[config.mk]
export PLATFORM = sky130hd
export DESIGN_NAME = drtb_ctrl
export DESIGN_NICKNAME = d
export VERILOG_FILES = /design/src/design/drtb_pkg.sv /design/src/design/drtb_ctrl.sv
export SDC_FILE = /design/constraint.sdc
export NUM_CORES = 1
export LEC_CHECK = 0
export ABC_AREA = 1
export BUFFER_PORTS_ARGS = -buffer_cell sky130_fd_sc_hd__buf_4
export CORE_ASPECT_RATIO = 0.75
export CORE_UTILIZATION = 25
export DETAILED_ROUTE_END_ITERATION = 8
export GPL_TIMING_DRIVEN = 0
export HOLD_SLACK_MARGIN = 0.15
export PLACE_DENSITY = 0.57
export SETUP_SLACK_MARGIN = 0.3
export SLEW_MARGIN = 20
export SYNTH_ARGS = -nofsm -noshare
export SYNTH_HDL_FRONTEND = slang
export SYNTH_SLANG_ARGS = --single-unit
[constraint.sdc]
create_clock -name clk -period 1.7 [get_ports clk]
set_input_delay 0.085 -clock clk [delete_from_list [all_inputs] [get_ports clk]]
set_output_delay 0.085 -clock clk [all_outputs]
set_load 0.1 [all_outputs]
[src/design/drtb_pkg.sv]
// Shared types and constants for the display row table builder.
package drtb_pkg;

	// Width of the unreduced address sums (start*2 + 4*row stays below 2**18).
	localparam int REDUCE_W = 18;
	// Width of the shift amount used by the address reduction steps.
	localparam int SHIFT_W = 3;
	// Width of the entry index field.
	localparam int IDX_W = 6;
	// Mask applied to the descriptor high byte before forming the pointer.
	localparam logic [7:0] HI_MASK = 8'h3f;

	typedef enum logic [0:0] {
		OP_WRITE = 1'b0,
		OP_BUILD = 1'b1
	} op_t;

	// Commands from the controller to the datapath.
	typedef struct packed {
		logic               cap;
		logic               red_step;
		logic [SHIFT_W-1:0] shamt;
		logic               ram_wr;
		logic               rd_desc;
		logic               rd_word;
		logic [IDX_W-1:0]   idx;
		logic               last;
	} drtb_cmd_t;

endpackage

[src/design/drtb_ctrl.sv]
// Controller state machine that sequences writes and row builds.
module drtb_ctrl
	import drtb_pkg::*;
#(
	parameter int ROWS            = 37,
	parameter int ENTRIES_PER_ROW = 63,
	parameter int RAM_BYTES       = 65536
) (
	input  logic             clk,
	input  logic             arst_n,
	input  logic             start,
	input  logic             opcode,
	input  logic [5:0]       row_number,
	output logic             busy,
	output drtb_cmd_t        cmd
);

	localparam int AW        = $clog2(RAM_BYTES);
	localparam int RED_STEPS = REDUCE_W - AW + 1;
	localparam int MAX_IDX   = (1 << IDX_W) - 1;
	localparam int LAST_IDX  = (ENTRIES_PER_ROW > MAX_IDX) ? MAX_IDX : ENTRIES_PER_ROW;

	typedef enum logic [2:0] {
		S_IDLE,
		S_RED_WR,
		S_WRITE,
		S_RED_DESC,
		S_RD_DESC,
		S_DESC_WAIT,
		S_RED_PTR,
		S_RD_WORDS
	} state_t;

	state_t             state_q;
	logic [SHIFT_W-1:0] step_q;
	logic [IDX_W-1:0]   idx_q;
	logic               row_ok;
	logic               last_word;

	assign row_ok    = ({1'b0, row_number} < 7'(ROWS));
	assign last_word = (idx_q == IDX_W'(LAST_IDX));
	assign busy      = (state_q != S_IDLE);

	always_comb begin
		cmd          = '0;
		cmd.cap      = (state_q == S_IDLE) && start;
		cmd.shamt    = step_q;
		cmd.idx      = idx_q;
		cmd.last     = last_word;
		case (state_q)
			S_RED_WR, S_RED_DESC, S_RED_PTR: begin
				cmd.red_step = 1'b1;
			end
			S_WRITE: begin
				cmd.ram_wr = 1'b1;
			end
			S_RD_DESC: begin
				cmd.rd_desc = 1'b1;
			end
			S_RD_WORDS: begin
				cmd.rd_word = 1'b1;
			end
			default: begin
			end
		endcase
	end

	always_ff @(posedge clk or negedge arst_n) begin
		if (!arst_n) begin
			state_q <= S_IDLE;
			step_q  <= '0;
			idx_q   <= '0;
		end else begin
			case (state_q)
				S_IDLE: begin
					step_q <= SHIFT_W'(RED_STEPS - 1);
					if (start) begin
						if (op_t'(opcode) == OP_WRITE) begin
							state_q <= S_RED_WR;
						end else if (row_ok) begin
							state_q <= S_RED_DESC;
						end
					end
				end
				S_RED_WR: begin
					step_q <= step_q - SHIFT_W'(1);
					if (step_q == '0) begin
						state_q <= S_WRITE;
					end
				end
				S_WRITE: begin
					state_q <= S_IDLE;
				end
				S_RED_DESC: begin
					step_q <= step_q - SHIFT_W'(1);
					if (step_q == '0) begin
						state_q <= S_RD_DESC;
					end
				end
				S_RD_DESC: begin
					state_q <= S_DESC_WAIT;
				end
				S_DESC_WAIT: begin
					// The datapath reloads the reducer with the pointer base here.
					step_q  <= SHIFT_W'(RED_STEPS - 1);
					idx_q   <= IDX_W'(1);
					state_q <= S_RED_PTR;
				end
				S_RED_PTR: begin
					step_q <= step_q - SHIFT_W'(1);
					if (step_q == '0) begin
						state_q <= S_RD_WORDS;
					end
				end
				S_RD_WORDS: begin
					idx_q <= idx_q + IDX_W'(1);
					if (last_word) begin
						state_q <= S_IDLE;
					end
				end
				default: begin
					state_q <= S_IDLE;
				end
			endcase
		end
	end

`ifndef SYNTH
	a_word_idx_nonzero: assert property (@(posedge clk) disable iff (!arst_n)
		cmd.rd_word |-> (cmd.idx != '0))
		else $error("word read issued with entry index zero");

	a_last_word_ends: assert property (@(posedge clk) disable iff (!arst_n)
		(cmd.rd_word && cmd.last) |=> (state_q == S_IDLE))
		else $error("controller did not return to idle after the last word");

	a_write_after_reduce: assert property (@(posedge clk) disable iff (!arst_n)
		cmd.ram_wr |-> ($past(state_q) == S_RED_WR))
		else $error("RAM write without a finished address reduction");
`endif

endmodule

# After elaboration in Yosys (flattened, before gate mapping)
# Cells that the tools add are included.
# op_classes
n_shift	0
add_sub_neg	2
n_div	0
magnitude_cmp	1
eq_ne	14
muxes	14
n_reduce_logical	9
mul	0
bitwise_logic	0
# ops
op	n
3-bit one-hot mux with 8 select lines	1
3-bit two-way mux	7
3-bit equality test (second input constant)	4
6-bit one-hot mux with 2 select lines	1
2-bit inequality test (second input constant)	5
6-bit by 1-bit adder with 6-bit output (second input constant)	1
3-bit by 2-bit equality test with 1-bit output (second input constant)	2
6-bit equality test (second input constant)	1
3-bit logical NOT	2
6-bit less-than comparator (second input constant)	1
3-bit one-hot mux with 2 select lines	1
6-bit AND reduction	1
1-bit two-way mux	4
2-bit nonzero test	2
3-bit by 1-bit equality test with 1-bit output (second input constant)	1
3-bit inequality test (second input constant)	1
3-bit nonzero test	1
3-bit OR reduction	1
3-bit by 1-bit subtractor with 3-bit output (second input constant)	1
2-bit OR reduction	1
1-bit logical AND	1
# totals
out_inout_bits	16
rom_bits	0
in_bits	10
memories	0
ramBits	0
latchBits	0
regBits	12
wordCells	43

# Longest topological paths before layout
# Gate-level depths: netlist of run 1.
# logic_depth
ltp_word	5
depth_mapped	9
depth_no_buf	9

# Worst setup path before layout of run 1
# OpenSTA, ideal clock, no wires.
# synth_path
path_kind	register to output
from	register state_q[1]
to	output port cmd[14] (netlist bit)
stages_incl_launch_ff	5
n_path_buf	1
slack_ns	-1.074
t_required_ns	1.615
arrival_ns	2.689
path_cell_list	dfrtp_1 buf_6 nor3_1 inv_1 nor2_1
# synth_rtl
item	line_no	source
from (decl)	drtb_ctrl.sv:34	state_t state_q;
from (signal assigned)	drtb_ctrl.sv:70	state_q <= S_IDLE;
from (signal assigned)	drtb_ctrl.sv:79	state_q <= S_RED_WR;
from (signal assigned)	drtb_ctrl.sv:81	state_q <= S_RED_DESC;
to (decl)	drtb_ctrl.sv:15	output drtb_cmd_t cmd

==> flow_metrics.py, run 1 <==
metrics = {
    "status": {
        "status": "finished, final reports clean",
    },
    "timing": {
        "fmax_ghz": 0.6684,
        "maxSlewViolCount": 0,
        "layout_setup_ws_ns": 0.2038,
        "setup_tns_ns": 0,
        "fin_crit_sh_pct": 88.01,
        "tightest_slew_ns": 0.2779,
        "finalClockSkew_ns": 0.001062,
        "grt_setup_unrepaired": "yes",
        "hold_viol_final": 0,
        "setup_viol": 0,
        "max_slew_margin_pct": 81.62,
        "layout_min_cycle_time_ns": 1.496,
    },
    "synth": {
        "syn_area_um2": 760.7,
        "synth_top_cell_area_share_pct": 39.47,
        "synth_cell_types": 20,
        "syn-num-nets": 121,
        "ys_seq_area_share_pct": 39.47,
        "yosysWarnings": 0,
        "synthCells": 108,
        "ys_seq_elements": 12,
        "synth_top_cell_by_area": "dfrtp_1",
        "synth_area_leaders": "dfrtp_1 (39%), nand2_1 (15%), inv_1 (8.4%)",
        "synth.avg_cell_area_um2": 7.044,
    },
    "worst_setup_path": {
        "critPathKind": "reg2out",
        "regToRegSetupSlack_ns": 0.34,
        "critPathRequiredTime_ns": 1.62,
        "cp.buffers_inverters": 2,
        "crit_arrival_ns": 1.41,
        "crit_path_end_kind": "output port",
        "crit_chain": "nor3_4 > clkinvlp_4 > nor2_4 > buf_12",
        "crit_path_start_kind": "flip-flop",
        "path_max_fanout": 6,
        "slowest_stage": "dfrtp_2",
        "max_stage_delay_ns": 0.46,
        "reg2regPathDepth": 9,
        "reg2reg_from": "step_q[0]",
        "critPathTopFamily": "flip-flops",
        "rr_endpoint": "state_q[1]",
    },
    "routing": {
        "wire_per_inst_um": 11.50,
        "via_per_inst": 4.489,
        "drt_iter0_drc": 15,
        "drc": 0,
        "vias": 853,
        "ant_nets": 0,
        "drtPass1Iterations": 4,
        "totalWireLength_um": 2185,
    },
    "placement": {
        "dp_hpwl_um": 1440,
        "dp_slack_ns": 0.2479,
        "io_buffers": 25,
        "gp_congestion": 0.7437,
        "place_inst": 169,
        "post_dp_cell_area_mm2": 0.001084,
    },
    "global_routing": {
        "grtUsageMet2_pct": 24.32,
        "grt_pass1_wl_um": 3560,
        "grt_usage_pct": 14.61,
        "grt_overflow_total": 0,
        "use_met1_pct": 18.09,
        "use_met3_pct": 5.556,
        "grt.busiest_layer": "met2",
        "antenna_found_initial": 0,
        "grt_max_degree": 13,
        "grt_pass1_vias": 835,
    },
    "clocking": {
        "cts_tree": "yes",
        "clk_pin_slew_worst_paths_ns": 0.06,
        "cts_max_path_buffers": 2,
        "clock-sinks": 12,
        "htree_levels": 1,
        "cts_buffers": 3,
        "insertion_delay_ns": 0.25,
        "clockRootBuffer": "clkbuf_8",
    },
    "layout": {
        "design_area_mm2": 0.001411,
        "finalNonFillerCells": 190,
        "finalNetCount": 168,
        "final_common_cell": "buf_4",
        "drive_above_1_share_pct": 51.95,
        "area_growth_pct": 85.53,
        "antenna-diode-count": 0,
        "layout_common_cells": "buf_4 (34), nand2_1 (29), inv_1 (13)",
    },
    "floorplanning": {
        "die_y_um": 49.77,
        "io_pins": 26,
        "die-area_mm2": 0.003270,
        "start_util_pct": 27.74,
        "die_w_um": 65.70,
        "rows": 16,
        "core_mm2": 0.002743,
    },
    "job": {
        "drv_cap": 0,
    },
    "power": {
        "powerDensity_mw_per_mm2": 454.0,
        "leakage_nw": 0.7026,
        "ir_drop_mv": 0.3092,
    },
    "min_path": {
        "hp-class": "in2async",
    },
}
## area by class of cell
cell class,instances,area (µm²)
sequential,12,324.1
fill,262,1331
multi-input combinational,76,489.2
tap,36,45.04
buffer,2,22.52
clock buffer,4,55.05
timing repair buffer,42,395.4
inverter,18,80.08
## synth_stat cells (all sizes together)
cell and count:
nand2 32, nand3 11, dfrtp 12, a22o 1, inv 18, nor2 14
o21ai 5, xnor2 1, a21oi 3, o31ai 1, buf 2, nor3 2
ha 3, o22ai 3
## cell families (layout without fill, tap and decap cells)
family	Yosys count	in the layout	share of synthesized area (%)
xor gates and xnor gates	1	1	1.152
and+or+nand+nor	59	59	33.22
adders and majority gates	3	3	4.935
DFF	12	12	39.47
AOI/OAI and AO/OA	13	13	9.868
buffers and inverters	20	66	11.35
## metrics by stage
stage | hold slack, ns | total power, W | utilization [%]
after CTS | 0.2059 | 0.0006529 | 49.04
after detailed placement | -0.06286 | 0.0003195 | 39.51
after global routing | 0.2161 | 0.0006685 | 51.46
after global placement | -0.06493 | 0.0003184 | 39.51
after floorplan | -0.2106 | 0.0002966 | -
final | 0.2086 | 0.0006408 | 51.46
## routing by layer
layer / part of all wire [%] / vias to the layer above
met2: 52 / 15
li1: - / 433
met4: 0.55 / 0
met5: 0 / -
met3: 4.6 / 2
met1: 43 / 403
## where the power goes
group	total, W	internal [W]	switching [W]	leakage, nW
logic	0.0000296	0.0000166	0.0000129	0.562
clock network	0.000326	0.000205	0.000120	0.0288
registers	0.000286	0.000286	0	0.112
## state kept, by name (all words and copies together), names as in the netlist
name	flops
idx_q	6
step_q	3
state_q	3
## worst max-delay path by stage
stage                 end  startpoint  depth (start not counted)
2_1_floorplan     cmd[14]  state_q[2]                          3
3_3_place_gp   state_q[0]   step_q[0]                          9
3_5_place_dp   state_q[0]   step_q[0]                          9
4_1_cts           cmd[14]  state_q[1]                          5
5_1_grt           cmd[14]  state_q[2]                          4
6_report          cmd[14]  state_q[2]                          4
## what timing repair did
| action | 4_1_cts | 5_1_grt |
|---|---|---|
| setup endpoints to repair | 8 | 12 |
| pin swaps | 8 | 3 |
| setup buffers | 13 | 3 |
| hold buffers | 1 | 0 |
| endpoints found under the hold margin | 12 | 0 |
| resized for setup | 21 | 10 |
No activity file was read; power rests on OpenSTA's default activity.
==> run 2: changes to the inputs <==
Settings changed: ABC_AREA 1 to not set, CTS_CLUSTER_DIAMETER set to 30, PLACE_DENSITY 0.57 to 0.56.
==> run 2 against run 1 <==
Non-clock buffer count rose by 8; synthesized cell count fell by 15%; die area rose by 3.0%; register-to-register slack got worse by 0.19 ns; design area rose by 7.0%; sequential share of layout area fell by 1.4 points; via count rose by 7.7%; utilization fell by 0.38 points; flip-flop and latch count did not move; clock-buffer cell count did not move; fmax fell by 3.3%; critical endpoint is now state_q[0].
==> flow_metrics.py, run 2 <==
metrics = {
    "routing": {
        "drc": 0,
        "totalWireLength_um": 2481,
        "via_per_inst": 5.106,
        "drtPass1Iterations": 4,
        "drt_iter0_drc": 32,
        "wire_per_inst_um": 13.78,
        "vias": 919,
        "ant_nets": 0,
    },
    "global_routing": {
        "grt_max_degree": 13,
        "grt_pass1_wl_um": 3532,
        "grt_usage_pct": 14.13,
        "grt_pass1_vias": 776,
        "grt_overflow_total": 0,
        "antenna_found_initial": 0,
    },
    "job": {
        "drv_cap": 0,
    },
    "layout": {
        "layout_common_cells": "buf_4 (36), nand2_1 (10), a21oi_1 (8), buf_12 (8)",
        "area_growth_pct": 92.50,
        "antenna-diode-count": 0,
        "finalNetCount": 156,
        "top_regs": "idx_q: 6 flops, state_q: 3 flops, step_q: 3 flops",
        "largest_register_ffs": 6,
        "drive_above_1_share_pct": 60.56,
        "largest-register": "idx_q",
        "final_common_cell": "buf_4",
    },
    "worst_setup_path": {
        "critPathTopFamily": "simple AND/OR/NAND/NOR gates",
        "crit_chain": "or3_4 > a311oi_4 > nor3_2 > a211o_1",
        "critPathRequiredTime_ns": 1.83,
        "path_max_fanout": 4,
        "startpoint": "state_q[2]",
        "max_stage_delay_ns": 0.44,
        "crit_path_start_kind": "flip-flop",
        "cp.buffers_inverters": 0,
        "crit_arrival_ns": 1.68,
        "critPathKind": "reg2reg",
        "crit_path_end_kind": "flip-flop",
        "reg2reg_from": "state_q[2]",
        "slowest_stage": "dfrtp_2",
    },
    "timing": {
        "hold_ws_ns": 0.2309,
        "fin_crit_sh_pct": 91.02,
        "hold_viol_final": 0,
        "fmax_ghz": 0.6463,
        "finalClockSkew_ns": 0.004069,
        "setup_viol": 0,
        "layout_min_cycle_time_ns": 1.547,
        "grt_setup_unrepaired": "yes",
        "maxSlewViolCount": 0,
        "tightest_slew_ns": 0.3662,
        "setup_tns_ns": 0,
        "max_slew_margin_pct": 75.33,
    },
    "clocking": {
        "htree_levels": 1,
        "clock-sinks": 12,
        "cts_max_path_buffers": 2,
        "cts_tree": "yes",
        "clockRootBuffer": "clkbuf_8",
        "cts_buffers": 3,
        "insertion_delay_ns": 0.25,
        "clk_pin_slew_worst_paths_ns": 0.06,
    },
    "synth": {
        "synthCells": 92,
        "ys_seq_elements": 12,
        "synth_edf_count": 0,
        "synth.avg_cell_area_um2": 8.527,
        "yosysWarnings": 0,
        "synth_top_cell_area_share_pct": 38.28,
        "synth_area_leaders": "dfrtp_1 (38%), a21oi_1 (5.7%), nand2_1 (5.3%)",
        "syn_area_um2": 784.5,
        "syn-num-nets": 105,
        "synth_common_cells": "dfrtp_1 (12), nand2_1 (11), a21oi_1 (9)",
        "ys_seq_area_share_pct": 38.28,
        "synth_top_cell_by_area": "dfrtp_1",
        "synth_flop_cell": "dfrtp_1",
        "synth.most_common_cell": "dfrtp_1",
        "synth_cell_types": 32,
        "async_flop_share_pct": 100.0,
    },
    "floorplanning": {
        "core_mm2": 0.002957,
        "start_util_pct": 26.53,
        "io_pins": 26,
        "rows": 17,
        "die_y_um": 50.51,
        "die-area_mm2": 0.003368,
        "die_w_um": 66.69,
    },
    "status": {
        "status": "finished, final reports clean",
    },
    "placement": {
        "io_buffers": 25,
        "dp_hpwl_um": 1499,
        "gp_congestion": 0.7649,
    },
    "min_path": {
        "hp-class": "in2async",
    },
}
## run 2: worst paths after layout
path,endpoint,slack (ns),cells past startpoint
max,state_q[0],0.15,4
min,idx_q[3],0.23,2
max reg2reg,state_q[0],0.15,4
min reg2reg,step_q[2],0.50,1
max in group asynchronous,step_q[0],1.28,2
min in group clk,state_q[1],0.28,4
## run 2: what timing repair did
item / 4_1_cts / 5_1_grt
pin swaps: 3 / 5
gates resized for setup: 29 / 18
buffers inserted: 8 / 11
endpoints found under the setup margin: 10 / 13
hold endpoints to repair: 12 / 0
hold buffers: 1 / 0
gates cloned: 0 / 1
## run 2: through the flow
| step | instances | cell area [µm²] | util, % | worst slack, ns |
|---|---|---|---|---|
| floorplan | 92 | 890.9 | - | 0.08727 |
| global placement | 155 | 1126 | 38.09 | 0.2276 |
| detailed placement | 155 | 1126 | 38.09 | 0.2090 |
| CTS | 168 | 1351 | 45.70 | 0.1962 |
| global route | 180 | 1510 | 51.08 | 0.1187 |
| finish | 180 | 1510 | 51.08 | 0.1527 |
## run 2: kinds of logic (layout without fill, tap and decap cells)
| family | Yosys count | after routing | share of synthesized area, % |
|---|---|---|---|
| buf+inv | 11 | 61 | 7.177 |
| compound gates | 28 | 28 | 23.29 |
| simple gates | 34 | 34 | 21.21 |
| mux | 3 | 3 | 4.147 |
| xor+xnor | 1 | 1 | 1.117 |
| fa+ha+maj | 3 | 3 | 4.785 |
| flops | 12 | 12 | 38.28 |
## run 2: area by class of cell
| cell class | instances | area [µm²] |
|---|---|---|
| fill | 258 | 1446 |
| multi-input combinational | 69 | 541.8 |
| timing repair buffer | 46 | 436.7 |
| sequential | 12 | 325.3 |
| buffer | 6 | 83.83 |
| tap | 38 | 47.55 |
| clock buffer | 4 | 45.04 |
| inverter | 5 | 30.03 |
## run 2: per-layer routing
layer  global-route usage, %  part of all wire [%]
met1                   18.02                    44
met2                   22.90                    49
met3                   4.773                   6.0
met4                   3.191                   1.9
met5                       0                     0
Power of run 2 is left out: the tool's default activity adds up to more than one toggle a clock period on the data nets, which glitch-free logic cannot reach.
==> run 3: changes to the inputs <==
Settings changed: CORE_MARGIN set to 1.
Clock period 1.7 ns to 1.9 ns, I/O delays scaled along.
==> run 3 against run 2 <==
Hold slack improved by 0.0010 ns; register-to-register slack gained 0.24 ns; wire length down 23%; design area is 24% lower; non-clock buffer count decreased by 20; via count decreased by 16%.
==> flow_metrics.py, run 3 (synthesis results as in run 2) <==
metrics = {
    "status": {
        "status": "finished, final reports clean",
    },
    "timing": {
        "layout_min_cycle_time_ns": 1.579,
        "maxSlewViolCount": 0,
        "finalClockSkew_ns": 0.003268,
        "setup_viol": 0,
        "tightest_slew_ns": 0.3104,
        "fmax_ghz": 0.6332,
        "fin_crit_sh_pct": 83.12,
        "grt_setup_unrepaired": "yes",
        "max_slew_margin_pct": 79.26,
        "hold_viol_final": 0,
        "setup_tns_ns": 0,
    },
    "worst_setup_path": {
        "critPathTopFamily": "flip-flops",
        "critPathRequiredTime_ns": 1.80,
        "critPathKind": "reg2out",
        "crit_arrival_ns": 1.48,
        "crit_path_end_kind": "output port",
        "crit_path_start_kind": "flip-flop",
        "path_max_fanout": 5,
        "cp.buffers_inverters": 2,
        "regToRegSetupSlack_ns": 0.39,
        "max_stage_delay_ns": 0.43,
        "crit_chain": "ha_1 > nand3_2 > nor2_4 > buf_4 > buf_6",
        "slowest_stage": "dfrtp_4",
    },
    "min_path": {
        "hp-class": "in2async",
    },
    "layout": {
        "finalNonFillerCells": 160,
        "finalNetCount": 136,
        "area_growth_pct": 46.57,
        "top_regs": "idx_q: 6 flops, state_q: 3 flops, step_q: 3 flops",
        "layout_common_cells": "buf_4 (22), nand2_1 (11), a21oi_1 (9)",
        "drive_above_1_share_pct": 43.44,
        "antenna-diode-count": 0,
        "multi_input_area_um2": 455.4,
        "largest-register": "idx_q",
        "seqCellArea_um2": 319.1,
        "fill_cells": 303,
        "final_common_cell": "buf_4",
        "largest_register_ffs": 6,
    },
    "clocking": {
        "htree_levels": 1,
        "cts_buffers": 3,
        "clk_pin_slew_worst_paths_ns": 0.05,
        "cts_setup_buffers": 0,
        "cts_max_path_buffers": 2,
        "insertion_delay_ns": 0.24,
        "clock-sinks": 12,
        "cts_tree": "yes",
        "clockRootBuffer": "clkbuf_8",
    },
    "floorplanning": {
        "rows": 17,
        "start_util_pct": 26.53,
        "die_y_um": 50.51,
        "die-area_mm2": 0.003368,
        "io_pins": 26,
        "die_w_um": 66.69,
        "core_mm2": 0.002957,
    },
    "placement": {
        "io_buffers": 25,
        "dp_hpwl_um": 1406,
        "place_inst": 155,
        "gp_congestion": 0.7913,
    },
    "global_routing": {
        "grt_usage_pct": 12.32,
        "antenna_found_initial": 0,
        "grt_pass1_vias": 699,
        "grt_pass1_wl_um": 3167,
        "grt_max_degree": 13,
        "grt_overflow_total": 0,
    },
    "routing": {
        "wire_per_inst_um": 11.98,
        "drtPass1Iterations": 4,
        "drt_iter0_drc": 8,
        "via_per_inst": 4.806,
        "vias": 769,
        "drc": 0,
        "totalWireLength_um": 1916,
        "ant_nets": 0,
    },
    "job": {
        "drv_cap": 0,
    },
}
[run 3: cell type report]
cell class                      count  share of cell area (%)
Clock buffer                        4                   3.917
Multi-Input combinational cell     69                   39.61
Inverter                            5                   1.632
Timing Repair Buffer               26                   19.15
Sequential cell                    12                   27.75
Buffer                              6                   3.808
Tap cell                           38                   4.135
[run 3: timing repair]
item	4_1_cts	5_1_grt
hold buffers	1	0
endpoints found under the hold margin	12	0
setup endpoints to repair	5	6
resized for setup	7	8
pin swaps	1	0
[run 3: worst paths after layout]
check                      startpoint          to  cells past startpoint
max                          idx_q[0]      cmd[0]                      5
min in group clk               opcode  state_q[1]                      4
min reg2reg                 step_q[2]   step_q[2]                      1
min                            arst_n    idx_q[1]                      2
max in group asynchronous      arst_n   step_q[0]                      2
max reg2reg                state_q[1]  state_q[0]                      5
[run 3: layer usage]
layer | vias up | GRT usage, % | part of all wire, %
met4 | 0 | 2.128 | 0.52
met2 | 14 | 19.87 | 47
li1 | 390 | - | -
met3 | 2 | 4.318 | 4.0
met1 | 363 | 15.93 | 48
met5 | - | 0 | 0
[run 3: metrics by stage]
stage	utilization [%]	hold slack, ns	setup slack (ns)	cell area, µm²
after CTS	38.17	0.2300	0.2654	1129
after global routing	38.89	0.2494	0.2513	1150
final	38.89	0.2319	0.3208	1150
after global placement	35.55	-0.04973	0.3728	1051
after detailed placement	35.55	-0.05094	0.3798	1051
after floorplan	-	-0.2006	0.2504	815.8
Power of run 3 is left out for the same reason.
